==> src/sv/taq_pkg.sv <==
// Package: types and constants for the timed action queue.
package taq_pkg;

    localparam int QUEUE_DEPTH_DEF = 16;
    localparam int CAP_W           = 5;

    localparam logic [2:0] CMD_ADD    = 3'd0;
    localparam logic [2:0] CMD_CANCEL = 3'd1;
    localparam logic [2:0] CMD_TICK   = 3'd2;
    localparam logic [2:0] CMD_DONE   = 3'd3;
    localparam logic [2:0] CMD_DRAIN  = 3'd4;
    localparam logic [2:0] CMD_STOP   = 3'd5;

    localparam logic [1:0] ST_OK      = 2'd0;
    localparam logic [1:0] ST_FULL    = 2'd1;
    localparam logic [1:0] ST_DRAIN   = 2'd2;
    localparam logic [1:0] ST_STOPPED = 2'd3;

    typedef struct packed {
        logic [2:0]  cmd;
        logic [15:0] delay_ms;
        logic [15:0] tag;
        logic [15:0] handle;
    } taq_in_t;

    typedef struct packed {
        logic [1:0]  status;
        logic        dispatch_valid;
        logic [15:0] dispatch_handle;
        logic [4:0]  cancelled_count;
        logic [4:0]  pending_count;
        logic        busy_res;
        logic        draining;
    } taq_out_t;

    typedef struct packed {
        logic [31:0] etime;
        logic [15:0] tag;
        logic [15:0] handle;
        logic [31:0] order;
    } taq_entry_t;

endpackage

==> src/sv/taq_mem.sv <==
// Entry memory: one write port, one registered read port.
module taq_mem
    import taq_pkg::*;
#(
    parameter int QUEUE_DEPTH = QUEUE_DEPTH_DEF,
    localparam int AW = (QUEUE_DEPTH > 1) ? $clog2(QUEUE_DEPTH) : 1
) (
    input  logic             clk,
    input  logic             we,
    input  logic [AW-1:0]    waddr,
    input  taq_entry_t       wdata,
    input  logic [AW-1:0]    raddr,
    output taq_entry_t       rdata
);
    taq_entry_t mem [QUEUE_DEPTH];

    always_ff @(posedge clk)
    begin
        if (we)
        begin
            mem[waddr] <= wdata;
        end
        rdata <= mem[raddr];
    end
endmodule

==> src/sv/timed_action_queue.sv <==
// Top level: timed action queue with scanning controller over the entry memory.
//
// Channel | Direction | Handshake       | Payload
// in      | input     | in_valid/ready  | taq_in_t
// out     | output    | out_valid/ready | taq_out_t
// cfg     | input     | cfg_we          | cfg_data (capacity_limit)
//
// Add, done, drain, stop and unused codes go from IDLE through OUT back to IDLE.
// Cancel and tick scan all entries through the single memory read port,
// passing through SCAN, FIN, RD and OUT before returning to IDLE.
// Reset clears valid bits, time, counters and flags; entry memory is not cleared.
// A result stays in the output register until taken; the next request is
// accepted only once the output register is free.
module timed_action_queue
    import taq_pkg::*;
#(
    parameter int QUEUE_DEPTH = QUEUE_DEPTH_DEF
) (
    input  logic                clk,
    input  logic                rst_n,
    input  logic                in_valid,
    output logic                in_ready,
    input  taq_in_t             in_data,
    output logic                out_valid,
    input  logic                out_ready,
    output taq_out_t            out_data,
    input  logic                cfg_we,
    input  logic [CAP_W-1:0]    cfg_data
);
    localparam int AW = (QUEUE_DEPTH > 1) ? $clog2(QUEUE_DEPTH) : 1;
    localparam int CW = $clog2(QUEUE_DEPTH + 1);
    localparam logic [AW-1:0] LAST = AW'(QUEUE_DEPTH - 1);

    localparam logic [2:0] S_IDLE = 3'd0;
    localparam logic [2:0] S_SCAN = 3'd1;
    localparam logic [2:0] S_FIN  = 3'd2;
    localparam logic [2:0] S_RD   = 3'd3;
    localparam logic [2:0] S_OUT  = 3'd4;

    logic [2:0]             state_reg, state_next;
    taq_in_t                req_reg;
    logic [QUEUE_DEPTH-1:0] valid_reg;
    logic [31:0]            now_reg, ins_reg;
    logic                   run_reg, wait_reg, stop_reg;
    logic [CAP_W-1:0]       cap_reg;
    logic [AW-1:0]          ptr_reg;
    logic [AW-1:0]          rd_idx_reg;
    logic                   found_reg;
    logic [AW-1:0]          best_reg;
    logic [31:0]            best_dt_reg, best_do_reg;
    logic [15:0]            best_h_reg;
    logic [4:0]             removed_reg;
    logic                   ov_reg;
    taq_out_t               out_reg;

    logic                   we;
    logic [AW-1:0]          waddr;
    taq_entry_t             wdata, rdata;
    logic [CW-1:0]          pend;
    logic [AW-1:0]          free_idx;
    logic                   free_any;

    function automatic logic req_cmd_scan(input logic [2:0] c);
        return c == CMD_CANCEL || c == CMD_TICK;
    endfunction

    taq_mem #(.QUEUE_DEPTH(QUEUE_DEPTH)) u_mem (
        .clk(clk), .we(we), .waddr(waddr), .wdata(wdata),
        .raddr(ptr_reg), .rdata(rdata)
    );

    always_comb
    begin
        pend = '0;
        free_idx = '0;
        free_any = 1'b0;
        for (int i = QUEUE_DEPTH - 1; i >= 0; i--)
        begin
            pend = pend + CW'(valid_reg[i]);
            if (!valid_reg[i])
            begin
                free_idx = AW'(i);
                free_any = 1'b1;
            end
        end
    end

    logic [31:0] lim;
    assign lim = (32'(cap_reg) > QUEUE_DEPTH) ? 32'(QUEUE_DEPTH) : 32'(cap_reg);

    logic add_ok;
    assign add_ok = state_reg == S_IDLE && in_valid && in_ready
        && in_data.cmd == CMD_ADD && !stop_reg && !wait_reg
        && (32'(pend) < lim) && free_any;
    assign we    = add_ok;
    assign waddr = free_idx;
    assign wdata = '{etime: now_reg + 32'(in_data.delay_ms), tag: in_data.tag,
                     handle: in_data.handle, order: ins_reg};

    assign in_ready  = state_reg == S_IDLE && !ov_reg;
    assign out_valid = ov_reg;
    assign out_data  = out_reg;

    // result fields known at accept time
    taq_out_t acc_out;
    always_comb
    begin
        acc_out = '0;
        if (in_data.cmd == CMD_ADD)
        begin
            if (stop_reg)
                acc_out.status = ST_STOPPED;
            else if (wait_reg)
                acc_out.status = ST_DRAIN;
            else if (!add_ok)
                acc_out.status = ST_FULL;
        end
        if (in_data.cmd == CMD_STOP)
            acc_out.cancelled_count = 5'(pend);
    end

    // scan compare on the registered read
    logic [31:0] dt, dob;
    logic        better;
    assign dt  = rdata.etime - now_reg;
    assign dob = rdata.order - ins_reg;
    assign better = !found_reg || ($signed(dt) < $signed(best_dt_reg))
        || (dt == best_dt_reg && $signed(dob) < $signed(best_do_reg));

    always_comb
    begin
        state_next = state_reg;
        unique case (state_reg)
            S_IDLE: if (in_valid && in_ready)
                    begin
                        if (req_cmd_scan(in_data.cmd))
                            state_next = S_SCAN;
                        else
                            state_next = S_OUT;
                    end
            S_SCAN: if (ptr_reg == LAST) state_next = S_FIN;
            S_FIN:  state_next = S_RD;
            S_RD:   state_next = S_OUT;
            S_OUT:  state_next = S_IDLE;
            default: state_next = S_IDLE;
        endcase
    end

    logic [CW-1:0] pend_after;
    always_comb
    begin
        pend_after = pend;
    end

    always_ff @(posedge clk or negedge rst_n)
    begin
        if (!rst_n)
        begin
            state_reg <= S_IDLE;
            valid_reg <= '0;
            now_reg <= '0;
            ins_reg <= '0;
            run_reg <= 1'b0;
            wait_reg <= 1'b0;
            stop_reg <= 1'b0;
            cap_reg <= CAP_W'(16);
            ptr_reg <= '0;
            found_reg <= 1'b0;
            ov_reg <= 1'b0;
            removed_reg <= '0;
        end
        else
        begin
            state_reg <= state_next;
            if (cfg_we)
                cap_reg <= cfg_data;
            if (ov_reg && out_ready)
                ov_reg <= 1'b0;
            unique case (state_reg)
                S_IDLE:
                begin
                    if (in_valid && in_ready)
                    begin
                        req_reg <= in_data;
                        ptr_reg <= '0;
                        found_reg <= 1'b0;
                        removed_reg <= '0;
                        out_reg <= acc_out;
                        unique case (in_data.cmd)
                            CMD_ADD:
                            begin
                                if (add_ok)
                                begin
                                    valid_reg[free_idx] <= 1'b1;
                                    ins_reg <= ins_reg + 32'd1;
                                end
                            end
                            CMD_CANCEL: ;
                            CMD_TICK:
                                now_reg <= now_reg + 32'd1;
                            CMD_DONE:
                                run_reg <= 1'b0;
                            CMD_DRAIN:
                                if (!stop_reg && (pend != '0 || run_reg))
                                    wait_reg <= 1'b1;
                            CMD_STOP:
                            begin
                                valid_reg <= '0;
                                stop_reg <= 1'b1;
                                wait_reg <= 1'b0;
                            end
                            default: ;
                        endcase
                    end
                end
                S_SCAN:
                begin
                    if (ptr_reg != LAST)
                        ptr_reg <= ptr_reg + AW'(1);
                    rd_idx_reg <= ptr_reg;
                end
                default: ;
            endcase
            // evaluate the entry read in the previous cycle
            if (state_reg == S_SCAN && ptr_reg != '0 || state_reg == S_FIN)
            begin
                if (valid_reg[rd_idx_reg])
                begin
                    if (req_reg.cmd == CMD_CANCEL)
                    begin
                        if (req_reg.tag == '0 || rdata.tag == req_reg.tag)
                        begin
                            valid_reg[rd_idx_reg] <= 1'b0;
                            removed_reg <= removed_reg + 5'd1;
                        end
                    end
                    else if (better)
                    begin
                        found_reg <= 1'b1;
                        best_reg <= rd_idx_reg;
                        best_dt_reg <= dt;
                        best_do_reg <= dob;
                        best_h_reg <= rdata.handle;
                    end
                end
            end
            if (state_reg == S_RD)
            begin
                if (req_reg.cmd == CMD_CANCEL)
                    out_reg.cancelled_count <= removed_reg;
                else if (found_reg && !run_reg && !stop_reg
                         && $signed(best_dt_reg) <= 0)
                begin
                    valid_reg[best_reg] <= 1'b0;
                    run_reg <= 1'b1;
                    out_reg.dispatch_valid <= 1'b1;
                    out_reg.dispatch_handle <= best_h_reg;
                end
            end
            if (state_reg == S_OUT)
            begin
                out_reg.pending_count <= 5'(pend_after);
                out_reg.busy_res <= run_reg;
                out_reg.draining <= wait_reg && !(pend == '0 && !run_reg);
                if (pend == '0 && !run_reg)
                    wait_reg <= 1'b0;
                ov_reg <= 1'b1;
            end
        end
    end

    a_busy_hold: assert property (@(posedge clk) disable iff (!rst_n)
        state_reg != S_IDLE |-> !in_ready)
        else $error("request taken while busy");
    a_out_stall: assert property (@(posedge clk) disable iff (!rst_n)
        out_valid && !out_ready |=> out_valid && $stable(out_data))
        else $error("result dropped under stall");
    a_stop_noadd: assert property (@(posedge clk) disable iff (!rst_n)
        stop_reg |-> !we)
        else $error("write after stop");
endmodule
==> config.mk <==
export PLATFORM = sky130hd
export DESIGN_NAME = timed_action_queue
export DESIGN_NICKNAME = d
export VERILOG_FILES = /design/src/sv/taq_pkg.sv /design/src/sv/taq_mem.sv /design/src/sv/timed_action_queue.sv
export SDC_FILE = /design/constraint.sdc
export NUM_CORES = 2
export LEC_CHECK = 0
export BUFFER_PORTS_ARGS = -buffer_cell sky130_fd_sc_hd__buf_4
export CELL_PAD_IN_SITES_DETAIL_PLACEMENT = 0
export CELL_PAD_IN_SITES_GLOBAL_PLACEMENT = 1
export CORE_ASPECT_RATIO = 1.1
export CORE_UTILIZATION = 40
export DETAILED_ROUTE_END_ITERATION = 12
export PLACE_DENSITY = 0.71
export SYNTH_ARGS = -nofsm -noshare
export SYNTH_HDL_FRONTEND = slang
export SYNTH_SLANG_ARGS = --single-unit
==> constraint.sdc <==
create_clock -name clk -period 13.4 [get_ports clk]
set_input_delay 1.34 -clock clk [delete_from_list [all_inputs] [get_ports clk]]
set_output_delay 1.34 -clock clk [all_outputs]
set_load 0.02 [all_outputs]
==> results.toml <==
[status]
status = "complete, no violations"

[cts]
clkTransAtPathRegs_ns = 0.06
cts_tree = "yes"
insertion_delay_ns = 0.83
root_buffer = "clkbuf_16"
h-tree-depth = 4
cts-buffers-inserted = 187
cts_hold_buf = 0
clockBufferDepth = 3
post-cts-setup-buffers = 0
clock_sinks = 1872
cts_resized = 0

[drt]
post-route-drc-count = 0
num_vias = 36900
drtAntennaViolNets = 0
wirelength_um = 170000
wl_per_cell_um = 25.4
dr.pass1.iters = 6
viasPerCell = 5.51
drt_iter0_drc = 3534

[synth]
synth-edff-count = 1674
yosys.area_share.simple_pct = 3.34
yosys.area_share.adder_pct = 2.91
ys_seq_elements = 1872
synth_top_family_by_area = "multiplexers"
syn_nets = 4097
synth_cell_types = 83
synthMuxAreaShare_pct = 14.6
synth_compound_area_share_pct = 3.10
syn-instance-count = 3868
netlist_area_um2 = 75500
ys.flop_type = "edfxtp_1"
synthXorXnorAreaFrac_pct = 1.94
ys_seq_area_share_pct = 72.5
async_reset_ff_share_pct = 5.45
syn_area_per_cell_um2 = 19.5
yosysWarnings = 0

[die]
start_util_pct = 40.4
core-area_um2 = 187000
fp-row-count = 166
die_x_um = 416
dieArea_um2 = 191000
boundaryPins = 94
chipHeight_um = 458

[worst_setup_path]
cp_data_arrival_time_ns = 8.28
worstSetupStartpointType = "flip-flop"
reg2reg_slack_ns = 5.56
setup.worst_path.class = "flip-flop to flip-flop"
cp.required_ns = 13.84
reg2reg_from = "valid_reg[0]"
regToRegEndpoint = "u_mem.mem[15][55]"
reg2reg_depth = 20
crit_fanout = 53
crit_path_end_kind = "flip-flop"

[hold_path]
min_path_type = "primary input to asynchronous set/reset pin"

[timing]
period_share_pct = 58.5
tightest_slew_ns = 1.29
tns_ns = 0
slew_headroom_pct = 13.4
finalCriticalPeriod_ns = 7.84
whs_ns = 0.368
rsz0062_at_grt = "false"
setup_violations = 0
hold_viol_final = 0
finClkSkew_ns = 0.0531
report.final.slew_viol_count = 0
fmax_mhz = 128

[final_layout]
largest_register_ffs = 1536
largestRegisters = "u_mem.mem: 1536 flops, u_mem.rdata: 96 flops"
utilization_pct = 46.1
regMostFlops = "u_mem.mem"
drive_gt1_share_pct = 23.6
fillers = 15500
fin_nets = 4323
syn_to_final_growth_pct = 13.9

[power]
power.total_uw = 15900
p_leak_uw = 0.0287
power_density_nw_per_um2 = 185
vdd_drop_max_v = 0.000175

[global_route]
grt_max_degree = 128
grt_pass1_wl_um = 253000
antenna_found_initial = 15
first_global_vias = 37900
globalRoute.totalOverflow = 0
grt_use_total_pct = 17.9

[place]
place_congestion = 0.842
port_buffers = 93
dpl.hpwl_um = 99800

[run]
drv_cap = 0
==> layout by cell type (no fill, tap or decap), types with 34 or more instances in the layout <==
cell	netlist	final
edfxtp_1	1674	1674
mux4_2	485	485
inv_1	188	188
clkbuf_16	0	187
buf_4	1	168
ha_1	155	155
xnor2_1	125	120
nand2_1	118	118
a21oi_1	100	100
dfrtp_1	101	97
dfxtp_1	96	96
nor2_1	98	86
o21ai_0	64	64
a21o_1	62	62
nand3_1	58	58
clkbuf_1	95	56
xor2_1	42	42
nand4_1	39	39
nor3_1	38	34
==> power breakdown <==
group / leakage (uW) / total [uW] / internal, uW / switching, uW
clock network: 0.00310 / 5410 / 3170 / 2240
logic: 0.00799 / 3600 / 1680 / 1920
registers: 0.0176 / 6880 / 6660 / 214
==> per-layer routing <==
metal / track usage, % / routed length, um
met1: 24.8 / 74400
met2: 29.2 / 82700
met3: 2.91 / 8890
met4: 5.05 / 4060
met5: 0 / 36
==> synthesized netlist by cell type, types with 7 or more instances <==
master | count | area [um2]
and3_1 | 17 | 106
nor4_1 | 21 | 131
nand3_1 | 58 | 290
xnor2_1 | 125 | 1090
o21bai_1 | 9 | 67.6
nand2b_1 | 22 | 138
a31oi_1 | 13 | 81.3
dfxtp_1 | 96 | 1920
a21oi_1 | 100 | 500
nor2b_1 | 14 | 87.6
a21o_1 | 62 | 465
nor3_1 | 38 | 190
nand3b_1 | 9 | 67.6
o21ai_0 | 64 | 320
nand4_1 | 39 | 244
o21a_1 | 24 | 180
nor2_1 | 98 | 368
xor2_1 | 42 | 368
nor2_2 | 8 | 50.1
inv_1 | 188 | 706
o221a_2 | 9 | 101
ha_1 | 155 | 1940
dfrtp_1 | 101 | 2530
mux4_2 | 485 | 10900
clkbuf_1 | 95 | 357
nand2_1 | 118 | 443
fa_1 | 13 | 260
o211ai_1 | 7 | 52.6
a211oi_1 | 15 | 113
edfxtp_1 | 1674 | 50300
buf_1 | 34 | 128
==> final cells by class <==
class                   instances  area [um2]  area share (%)
repair buffers                173        1350            1.57
diodes                          1        2.50         0.00291
clock buffers                 254        5040            5.86
clock inverters                93        1410            1.64
flip-flops and latches       1872       54800            63.6
multi-input cells            1671       19700            22.9
inverters                     189         709           0.825
well taps                    2436        3050            3.54
==> kinds of logic (layout without fill, tap and decap cells) <==
logic type / after synthesis / count (layout)
flip-flops: 1872 / 1872
multiplexers: 494 / 494
AND/OR/NAND/NOR: 486 / 486
AO/OA/AOI/OAI: 356 / 356
buffers and inverters: 325 / 709
adder cells (fa/ha/maj): 168 / 168
XOR/XNOR: 167 / 167
other: 0 / 1
==> worst max path at each step <==
stage | from | end | slack, ns | cells past startpoint
2_1_floorplan | valid_reg[0] | valid_reg[1] | 1.27 | 19
3_3_place_gp | valid_reg[0] | u_mem.mem[12][56] | 5.54 | 20
3_5_place_dp | valid_reg[0] | u_mem.mem[15][51] | 5.49 | 20
4_1_cts | valid_reg[0] | u_mem.mem[15][48] | 5.50 | 20
5_1_grt | valid_reg[0] | u_mem.mem[15][63] | 5.22 | 20
6_report | valid_reg[0] | u_mem.mem[15][55] | 5.56 | 20
==> critical path, cell delays in order, from the launching register on <==
cell,delay (ns)
dfrtp_1,0.52
inv_1,0.17
fa_1,0.57
fa_1,0.43
fa_1,0.51
fa_1,0.40
inv_1,0.07
ha_1,0.16
inv_1,0.07
fa_1,0.61
inv_1,0.06
ha_1,0.26
a21o_1,0.15
a21o_1,0.18
a21o_1,0.18
nand2_1,0.10
nand4_4,0.20
or3b_1,0.64
nor2_4,0.53
buf_4,0.66
buf_4,0.90
==> stage by stage <==
step	worst slack [ns]	std cells	instance area [um2]
after global routing	5.22	6688	86000
after detailed placement	5.49	6340	79600
after floorplan	1.27	3868	75500
final	5.56	6689	86000
after CTS	5.50	6687	86000
after global placement	5.54	6340	79600
Power figures use the tool's default switching activity.
